$ cat src/reversible_fifo_with_search_defines.svh
// ----------------------------------------------------------------------------
// Reversible FIFO with search - assertion macros
// Shared property forms for the checks at the top level.
// ----------------------------------------------------------------------------
`ifndef REVERSIBLE_FIFO_WITH_SEARCH_DEFINES_SVH
`define REVERSIBLE_FIFO_WITH_SEARCH_DEFINES_SVH

// Same-cycle implication, sampled on clk, off during reset.
`define RFWS_ASSERT_NOW(label, pre, post, msg) \
  label: assert property (@(posedge clk) disable iff (rst) (pre) |-> (post)) \
    else $error(msg);

// Next-cycle implication, sampled on clk, off during reset.
`define RFWS_ASSERT_NEXT(label, pre, post, msg) \
  label: assert property (@(posedge clk) disable iff (rst) (pre) |=> (post)) \
    else $error(msg);

`endif

$ cat src/rfws_pkg.sv
// ----------------------------------------------------------------------------
// Reversible FIFO with search - package
// Sizes, operation and status codes, request, result and command types.
// ----------------------------------------------------------------------------
package rfws_pkg;

  localparam int QUEUE_DEPTH = 256;
  localparam int DATA_WIDTH  = 32;
  localparam int ADDR_W      = $clog2(QUEUE_DEPTH);
  localparam int CNT_W       = ADDR_W + 1;

  localparam int CMDQ_DEPTH  = 2;
  localparam int CMDQ_PTR_W  = $clog2(CMDQ_DEPTH);
  localparam int CMDQ_CNT_W  = CMDQ_PTR_W + 1;

  localparam logic [2:0] OP_ENQUEUE  = 3'd0;
  localparam logic [2:0] OP_DEQUEUE  = 3'd1;
  localparam logic [2:0] OP_REVERSE  = 3'd2;
  localparam logic [2:0] OP_READ_NTH = 3'd3;
  localparam logic [2:0] OP_FIND     = 3'd4;

  localparam logic [2:0] STAT_OK        = 3'd0;
  localparam logic [2:0] STAT_FULL      = 3'd1;
  localparam logic [2:0] STAT_EMPTY     = 3'd2;
  localparam logic [2:0] STAT_RANGE     = 3'd3;
  localparam logic [2:0] STAT_NOT_FOUND = 3'd4;

  typedef struct packed {
    logic [2:0]            operation;
    logic [DATA_WIDTH-1:0] data_value;
    logic [7:0]            entry_index;
  } request_t;

  typedef struct packed {
    logic [2:0]            status;
    logic [DATA_WIDTH-1:0] item_value;
    logic [7:0]            found_position;
    logic [DATA_WIDTH-1:0] front_value;
    logic [DATA_WIDTH-1:0] back_value;
    logic [8:0]            occupancy;
    logic                  is_empty;
  } result_t;

  typedef enum logic [2:0] {
    K_ENQUEUE,
    K_DEQUEUE,
    K_REVERSE,
    K_READ_NTH,
    K_FIND,
    K_IGNORE
  } kind_t;

  typedef struct packed {
    kind_t                 kind;
    logic [DATA_WIDTH-1:0] data_value;
    logic [7:0]            entry_index;
  } cmd_t;

  typedef enum logic [2:0] {
    S_IDLE,
    S_READ_WAIT,
    S_FRONT_WAIT,
    S_SCAN,
    S_DONE
  } back_state_t;

endpackage

$ cat src/rfws_front.sv
// ----------------------------------------------------------------------------
// Reversible FIFO with search - front end
// Accepts requests, classifies the operation code and buffers the command
// in a two-entry queue for the back end.
// ----------------------------------------------------------------------------
module rfws_front (
  input  logic              clk,
  input  logic              rst,
  input  logic              request_valid,
  output logic              request_ready,
  input  rfws_pkg::request_t request,
  output logic              cmd_valid,
  input  logic              cmd_pop,
  output rfws_pkg::cmd_t    cmd
);

  rfws_pkg::cmd_t                        slots [rfws_pkg::CMDQ_DEPTH];
  logic [rfws_pkg::CMDQ_PTR_W-1:0]       wr_ptr;
  logic [rfws_pkg::CMDQ_PTR_W-1:0]       rd_ptr;
  logic [rfws_pkg::CMDQ_CNT_W-1:0]       fill;
  rfws_pkg::cmd_t                        decoded;
  logic                                  push;
  logic                                  pop;

  always_comb begin
    decoded.data_value  = request.data_value;
    decoded.entry_index = request.entry_index;
    unique case (request.operation)
      rfws_pkg::OP_ENQUEUE:  decoded.kind = rfws_pkg::K_ENQUEUE;
      rfws_pkg::OP_DEQUEUE:  decoded.kind = rfws_pkg::K_DEQUEUE;
      rfws_pkg::OP_REVERSE:  decoded.kind = rfws_pkg::K_REVERSE;
      rfws_pkg::OP_READ_NTH: decoded.kind = rfws_pkg::K_READ_NTH;
      rfws_pkg::OP_FIND:     decoded.kind = rfws_pkg::K_FIND;
      default:               decoded.kind = rfws_pkg::K_IGNORE;
    endcase
  end

  assign request_ready = (fill != rfws_pkg::CMDQ_CNT_W'(rfws_pkg::CMDQ_DEPTH));
  assign cmd_valid     = (fill != '0);
  assign cmd           = slots[rd_ptr];
  assign push          = request_valid && request_ready;
  assign pop           = cmd_pop && cmd_valid;

  always_ff @(posedge clk) begin
    if (push) begin
      slots[wr_ptr] <= decoded;
    end
  end

  always_ff @(posedge clk) begin
    if (rst) begin
      wr_ptr <= '0;
      rd_ptr <= '0;
      fill   <= '0;
    end else begin
      if (push) begin
        wr_ptr <= wr_ptr + rfws_pkg::CMDQ_PTR_W'(1);
      end
      if (pop) begin
        rd_ptr <= rd_ptr + rfws_pkg::CMDQ_PTR_W'(1);
      end
      case ({push, pop})
        2'b10:   fill <= fill + rfws_pkg::CMDQ_CNT_W'(1);
        2'b01:   fill <= fill - rfws_pkg::CMDQ_CNT_W'(1);
        default: fill <= fill;
      endcase
    end
  end

endmodule

$ cat config.mk
export PLATFORM = sky130hd
export DESIGN_NAME = rfws_front
export DESIGN_NICKNAME = d
export VERILOG_FILES = /design/src/reversible_fifo_with_search_defines.svh /design/src/rfws_pkg.sv /design/src/rfws_front.sv
export SDC_FILE = /design/constraint.sdc
export NUM_CORES = 1
export LEC_CHECK = 0
export ABC_AREA = 1
export BUFFER_PORTS_ARGS = -buffer_cell sky130_fd_sc_hd__buf_2
export CAP_MARGIN = 25
export CORE_ASPECT_RATIO = 1.1
export CORE_MARGIN = 5
export CORE_UTILIZATION = 40
export DETAILED_ROUTE_END_ITERATION = 10
export HOLD_SLACK_MARGIN = 0.15
export PLACE_DENSITY = 0.7
export REMOVE_ABC_BUFFERS = 1
export SKIP_LAST_GASP = 1
export SLEW_MARGIN = 20
export SYNTH_ARGS = -nofsm -noshare
export SYNTH_HDL_FRONTEND = slang
export SYNTH_SLANG_ARGS = --single-unit
$ cat constraint.sdc
create_clock -name clk -period 3.4 [get_ports clk]
set_input_delay 0.34 -clock clk [delete_from_list [all_inputs] [get_ports clk]]
set_output_delay 0.34 -clock clk [all_outputs]
set_load 0.1 [all_outputs]
* Word level (Yosys, flattened, before mapping)
Memory sizes are Yosys's and may differ from the RTL's. A register that Yosys moved wholly into a read port is not among the register bits. Cells that the tools add are included. W data, S select, Z words.
Word-level totals: memories 1, memory bits (writable) 86, input bits 47, register bits 4, output and inout bits 45
Memory list:
- slots | words 2, bits a word 43, read ports 1, clocked after memory_dff 1, wr ports 1, RTL line rfws_front.sv:17 | rfws_pkg::cmd_t slots [rfws_pkg::CMDQ_DEPTH];
Operators by class: reduce and logical (&&, ||, !) cells 5, equal/unequal tests 7, $add $sub $neg 4, mux-type cells 6
Operator list (count):
- $pmux W3 S5 | 1
- $eq A3 B2 Y1 const B | 2
- $mux W1 | 4
- $pmux W2 S2 | 1
- $reduce_bool A2 Y1 | 2
- $eq A3 B1 Y1 const B | 1
- $eq A3 B3 Y1 const B | 1
- $logic_not A3 Y1 | 1
- $add A1 B1 Y1 const B | 2
- $add A2 B1 Y2 const B | 1
- $eq A2 B1 Y1 const B | 1
- $eq A2 B2 Y1 const B | 1
- $logic_and A1 B1 Y1 | 2
- $ne A2 B2 Y1 const B | 1
- $sub A2 B1 Y2 const B | 1

* Logic depth before layout (Yosys ltp)
Gate-level depths: netlist of run 1.
depth in word-level cells 4, gate-level depth with buffers 10, depth with buffers taken out 10

* Least setup slack after synthesis of run 1
Ideal clock, no wire load.
kind reg2reg, from register fill[0] (netlist bit), to memory slots[0][0] (netlist bit) (enable), data arrival time 3.187 ns, stages on the path, launching flop included 5, setup slack -0.231 ns, buffers on the path 0, required time 2.956 ns, cells stage by stage dfxtp_1 inv_1 nand2_1 nand2_1 nor2_1
On the way: word-level cells in the longest chain between the ends 4
Ends and longest elaborated chain:
- start, declared | RTL line rfws_front.sv:20 | logic [rfws_pkg::CMDQ_CNT_W-1:0] fill;
- start signal, assigned | RTL line rfws_front.sv:63 | 2'b10: fill <= fill + rfws_pkg::CMDQ_CNT_W'(1);
- start signal, assigned | RTL line rfws_front.sv:64 | 2'b01: fill <= fill - rfws_pkg::CMDQ_CNT_W'(1);
- start signal, assigned | RTL line rfws_front.sv:65 | default: fill <= fill;
- $ne A2 B2 Y1 | RTL line rfws_front.sv:38 | assign request_ready = (fill != rfws_pkg::CMDQ_CNT_W'(rfws_pkg::CMDQ_DEPTH));
- net request_ready | RTL line rfws_front.sv:10 | output logic request_ready,
- $logic_and A1 B1 Y1 | RTL line rfws_front.sv:41 | assign push = request_valid && request_ready;
- $mux W1 | RTL line rfws_front.sv:45 | if (push) begin
- $mux W1 (not written as such) | RTL line rfws_front.sv:46 | slots[wr_ptr] <= decoded;
- end, declared | RTL line rfws_front.sv:17
The timed path passes the listed nets, and every way through them passes these cells.

==> results.toml, run 1 <==
[pwr]
p_sw_mw = 1.516
power.density_nw_per_um2 = 798.8
p_clk_share_pct = 17.2
seq_power_share_pct = 41.4
swShare_pct = 43.79
p_int_mw = 1.945
p_comb_share_pct = 41.4
p_leak_nw = 1.720
vdd_drop_max_mv = 0.4566

[timing]
setup_viol = 0
setup_ws_ns = 0.9804
fin_worst_skew_ns = 0.005123
setup-tns-final_ns = 0
rsz0062_at_grt = "false"
drv_slew = 0
fin_crit_ns = 2.420
hold_viol_final = 0
slew_headroom_pct = 55.48
max_freq_mhz = 413.3
post-route-period-util_pct = 71.17
tightest_slew_ns = 0.6678

[synthesis]
synthCells = 176
syn_area_um2 = 3568
avgSynthCellArea_um2 = 20.28
yosysUniqueCellTypes = 15
seq_area_frac_synth_pct = 75.18
ys_seq_elements = 91
synth_warnings = 0

[route]
via_per_inst = 4.574
first_iter_violations = 45
wl_mm = 5.914
avgRoutedWirePerCell_um = 14.82
post-route-drc-count = 0
dr.pass1.iters = 4
antenna_left = 0
vias = 1825

[floorplan]
die_h_um = 109.1
dieArea_um2 = 10910
die_width_um = 100.1
start_util_pct = 40.63
core_area_um2 = 8783
placementRows = 36
ioPinCount = 92

[clock_network]
cts_buffers = 9
cts.reportedPaths.clkPinSlew_ns = 0.08
clock_latency_ns = 0.34
cts_tree = "done"
cts_resized = 0
htreeDepth = 3
clockBufferDepth = 2
cts_sinks = 91
cts_root_buf = "clkbuf_8"

[layout]
nNetsFinal = 328
syn_to_final_growth_pct = 21.42
layout_commonest_cell = "buf_2"
final_cell_mix = "buf_2 (91), edfxtp_1 (86), mux2_4 (40)"
antenna_cells = 0
instances_no_fill = 399
utilization_pct = 49.33
layout-drive-gt1-share_pct = 53.68
num-fill-cells = 770

[placement]
place_hpwl_mm = 3.946
io_buffers = 91
post-place-cells = 378
routabilityCongestion = 0.6507
dpl_worst_slack_ns = 1.314

[global_routing]
grt_max_degree = 44
track_usage_pct = 11.32
grt_pass1_wl_mm = 9.011
antenna_found_initial = 0
grt_pass1_vias = 1899
grt_overflow = 0

[setup_path]
endpoint_kind = "output pin"
path_cells = "buf_12, mux2_2, buf_2"
crit_path_max_incr_delay_ns = 0.77
r2r-start = "fill[0]"
crit_arrival_ns = 2.08
cp-start-kind = "flip-flop"
crit_path_max_fanout = 25
r2r_slack_ns = 1.64
cp_slowest_cell = "dfxtp_2"
required_ns = 3.06
criticalPathCategory = "reg2out"

[outcome]
status = "completed"

[min_path]
hold_path.class = "in2reg"
holdCritStartpoint = "request[22]"

[flow_run]
drv_cap = 0
[logic make-up (layout without fill, tap and decap cells)]
logic type | count (synthesis) | in the layout | share of synthesized area, %
compound gates | 6 | 6 | 0.9116
fa+ha+maj | 1 | 1 | 0.3506
buf+inv | 15 | 124 | 3.611
flops | 91 | 91 | 75.18
mux | 43 | 43 | 17.78
simple gates | 20 | 20 | 2.174
[power by group through the flow]
stage | registers, mW | clock network [mW] | logic [mW]
after floorplan | 1.47 | 0 | 1.24
after global placement | 1.45 | 0 | 1.43
after detailed placement | 1.46 | 0 | 1.44
after CTS | 1.44 | 0.625 | 1.45
after global routing | 1.45 | 0.686 | 1.48
final | 1.43 | 0.594 | 1.43
[area by class of cell]
class / count / area (µm²) / share of cell area (%)
Clock inverter: 6 / 32.53 / 0.7508
Timing Repair Buffer: 99 / 540.5 / 12.47
Sequential cell: 91 / 2684 / 61.94
Multi-Input combinational cell: 70 / 772.0 / 17.82
Inverter: 9 / 33.78 / 0.7797
Clock buffer: 10 / 127.6 / 2.945
Tap cell: 114 / 142.6 / 3.292
[worst paths after layout]
| kind | cells after the start | to |
|---|---|---|
| setup / recovery | 3 | cmd[1] |
| hold / removal | 1 | slots[0][22] |
| setup reg to reg | 5 | slots[1][3] |
| hold reg to reg | 2 | flip-flop |
[worst max-delay path, delay by kind of cell (launching register included)]
family	cells	cell delay [ns]
flip-flops	1	0.77
buffers and inverters	2	0.60
multiplexers	1	0.35
[metrics by stage]
stage	power [mW]	hold WS [ns]	instance area, µm²
floorplan	2.713	0.4389	3473
global placement	2.888	0.4830	4123
detailed placement	2.904	0.4879	4123
CTS	3.507	0.1504	4303
global route	3.618	0.1507	4333
finish	3.461	0.1796	4333
[synthesized netlist by cell type (all sizes together)]
| cell type | number | area, µm² |
|---|---|---|
| a21o | 1 | 7.510 |
| a21oi | 2 | 10.01 |
| buf | 5 | 91.34 |
| clkbuf | 1 | 3.750 |
| dfxtp | 5 | 100.1 |
| edfxtp | 86 | 2582 |
| ha | 1 | 12.51 |
| inv | 9 | 33.78 |
| mux2 | 43 | 634.4 |
| nand2 | 8 | 30.03 |
| nand4 | 1 | 6.260 |
| nor2 | 11 | 41.29 |
| o21ai | 3 | 15.01 |
[layer usage]
metal,vias up,wire [µm],GRT usage [%]
li1,871,-,-
met1,887,2239,12.04
met2,56,3104,19.54
met3,11,455,3.839
met4,0,115,6.545
met5,-,0,0
[flip-flops by register name, summed over array words and instances, names as in the netlist, named ones only]
register and count:
fill 2, rd_ptr 1, slots 86, wr_ptr 1
[repair_timing]
item / 4_1_cts / 5_1_grt
buffers inserted: 0 / 0
hold endpoints to repair: 4 / 6
hold buffers: 2 / 3
Power figures use the tool's default switching activity.
==> inputs of run 2 (changes only) <==
==> constraint.sdc (replaced) <==
create_clock -name clk -period 2.3 [get_ports clk]
set_input_delay 0.23 -clock clk [delete_from_list [all_inputs] [get_ports clk]]
set_output_delay 0.23 -clock clk [all_outputs]
set_load 0.1 [all_outputs]
==> run 2 against run 1 <==
Effect of this change: core utilization increased by 5.8 points; non-clock buffer count increased by 42; register-to-register slack got worse by 0.90 ns; via count increased by 6.7%; die area unchanged; critical path type unchanged; largest cell class unchanged; largest power group is now combinational logic.
==> results.toml, run 2 (synthesis results as in run 1) <==
[route]
vias = 1948
wl_mm = 6.311
antenna_left = 0
first_iter_violations = 84
avgRoutedWirePerCell_um = 14.31
dr.pass1.iters = 4
post-route-drc-count = 0
via_per_inst = 4.417

[placement]
place_hpwl_mm = 4.247
io_buffers = 91
routabilityCongestion = 0.6735
dpl_worst_slack_ns = 0.6010
placed_area_um2 = 4158

[timing]
drv_slew = 0
fin_worst_skew_ns = 0.005937
slew_headroom_pct = 66.34
setup_viol = 0
setup-tns-final_ns = 0
fin_crit_ns = 2.047
tightest_slew_ns = 0.5084
hold_viol_final = 0
post-route-period-util_pct = 89.01
max_freq_mhz = 488.4
rsz0062_at_grt = "false"
setup_ws_ns = 0.2527

[layout]
layout-drive-gt1-share_pct = 48.32
syn_to_final_growth_pct = 35.62
design_area_um2 = 4840
final_cell_mix = "buf_2 (91), edfxtp_1 (86), dlygate4sd3_1 (44)"
layout_commonest_cell = "buf_2"
antenna_cells = 0
regArea_um2 = 2684
multi_input_area_um2 = 772.0
regMostFlops = "slots"
num-fill-cells = 711
nNetsFinal = 370
reg.largest.list = "slots: 86 flops, fill: 2 flops"
largest_reg_flops = 86

[floorplan]
core_area_um2 = 8783
ioPinCount = 92
placementRows = 36
die_width_um = 100.1
die_h_um = 109.1
dieArea_um2 = 10910
start_util_pct = 40.63

[min_path]
whs_endpoint = "slots[0][40]"
holdCritStartpoint = "request[41]"
hold_path.class = "in2reg"
hold_depth = 2

[clock_network]
cts_sinks = 91
clockBufferDepth = 2
postCtsSetupBuffers = 0
cts.reportedPaths.clkPinSlew_ns = 0.08
htreeDepth = 3
cts_tree = "done"
cts_resized = 0
cts_buffers = 9
clock_latency_ns = 0.34
cts_root_buf = "clkbuf_8"

[pwr]
p_int_mw = 3.304
seq_power_share_pct = 37.8
swShare_pct = 40.64
p_clk_share_pct = 22.5
vdd_drop_max_mv = 0.7345
power.density_nw_per_um2 = 1150
p_leak_nw = 1.947
p_sw_mw = 2.262
p_comb_share_pct = 39.7

[setup_path]
cp-start-kind = "flip-flop"
crit_path_max_fanout = 16
rr_endpoint = "slots[1][3]"
r2r_slack_ns = 0.74
required_ns = 2.07
rr_worst_depth = 5
crit_arrival_ns = 1.82
endpoint_kind = "output pin"
r2r-start = "fill[0]"
criticalPathCategory = "reg2out"

[flow_run]
drv_cap = 0

[global_routing]
grt_max_degree = 28
grt_pass1_vias = 2067
grt_overflow = 0
track_usage_pct = 11.90
antenna_found_initial = 0
grt_pass1_wl_mm = 9.777

[outcome]
status = "completed"
[run 2: cell types whose count changed in the layout (fill, tap and decap cells not counted), sizes merged]
cell         before  now
clkbuf           10   11
clkinv            4    2
bufinv            0    3
dlygate4sd3       5   44
buf              94   97
clkinvlp          2    0
[run 2: layout make-up]
| type | instances | share of cell area [%] |
|---|---|---|
| flip-flops and latches | 91 | 55.45 |
| inverters | 9 | 0.6980 |
| clock buffers | 11 | 2.921 |
| clock inverters | 5 | 2.068 |
| repair buffers | 141 | 19.96 |
| multi-input cells | 70 | 15.95 |
| well taps | 114 | 2.947 |
[run 2: how the worst max path moves through the flow]
| stage | start | endpoint | cells past startpoint |
|---|---|---|---|
| floorplan | fill[0] | slots[0][0] | 4 |
| global placement | flip-flop | cmd[0] | 3 |
| detailed placement | flip-flop | cmd[0] | 3 |
| CTS | flip-flop | cmd[1] | 3 |
| global route | flip-flop | cmd[42] | 3 |
| finish | flip-flop | cmd[1] | 3 |
[run 2: per-layer routing]
metal	track usage, %	vias up	share of wire [%]
met3	3.775	5	6.0
met1	13.08	940	39
met2	21.54	54	54
li1	-	949	-
met5	0	-	0
met4	4.331	0	0.97
[run 2: timing repair]
action | in CTS | in global routing
hold buffers | 44 | 0
endpoints found under the setup margin | 0 | 0
endpoints found under the hold margin | 86 | 0
[run 2: per-stage QoR]
step / cells / total power, mW / hold slack, ns / utilization, %
after CTS: 441 / 5.639 / 0.1907 / 55.10
after global routing: 441 / 5.782 / 0.1988 / 55.10
after global placement: 381 / 4.290 / 0.4169 / 47.34
after detailed placement: 381 / 4.315 / 0.4220 / 47.34
after floorplan: 170 / 4.011 / 0.3289 / -
final: 441 / 5.565 / 0.2145 / 55.10
[run 2: critical path, stage by stage, from the launching register on]
cell     delay (ns)
dfxtp_2        0.60
buf_12         0.23
mux2_2         0.34
buf_2          0.29
[run 2: power by group through the flow]
stage	clock network [mW]	registers, mW	logic, mW
finish	1.25	2.10	2.21
global route	1.37	2.12	2.29
CTS	1.30	2.10	2.23
detailed placement	0	2.14	2.17
global placement	0	2.13	2.16
floorplan	0	2.18	1.84
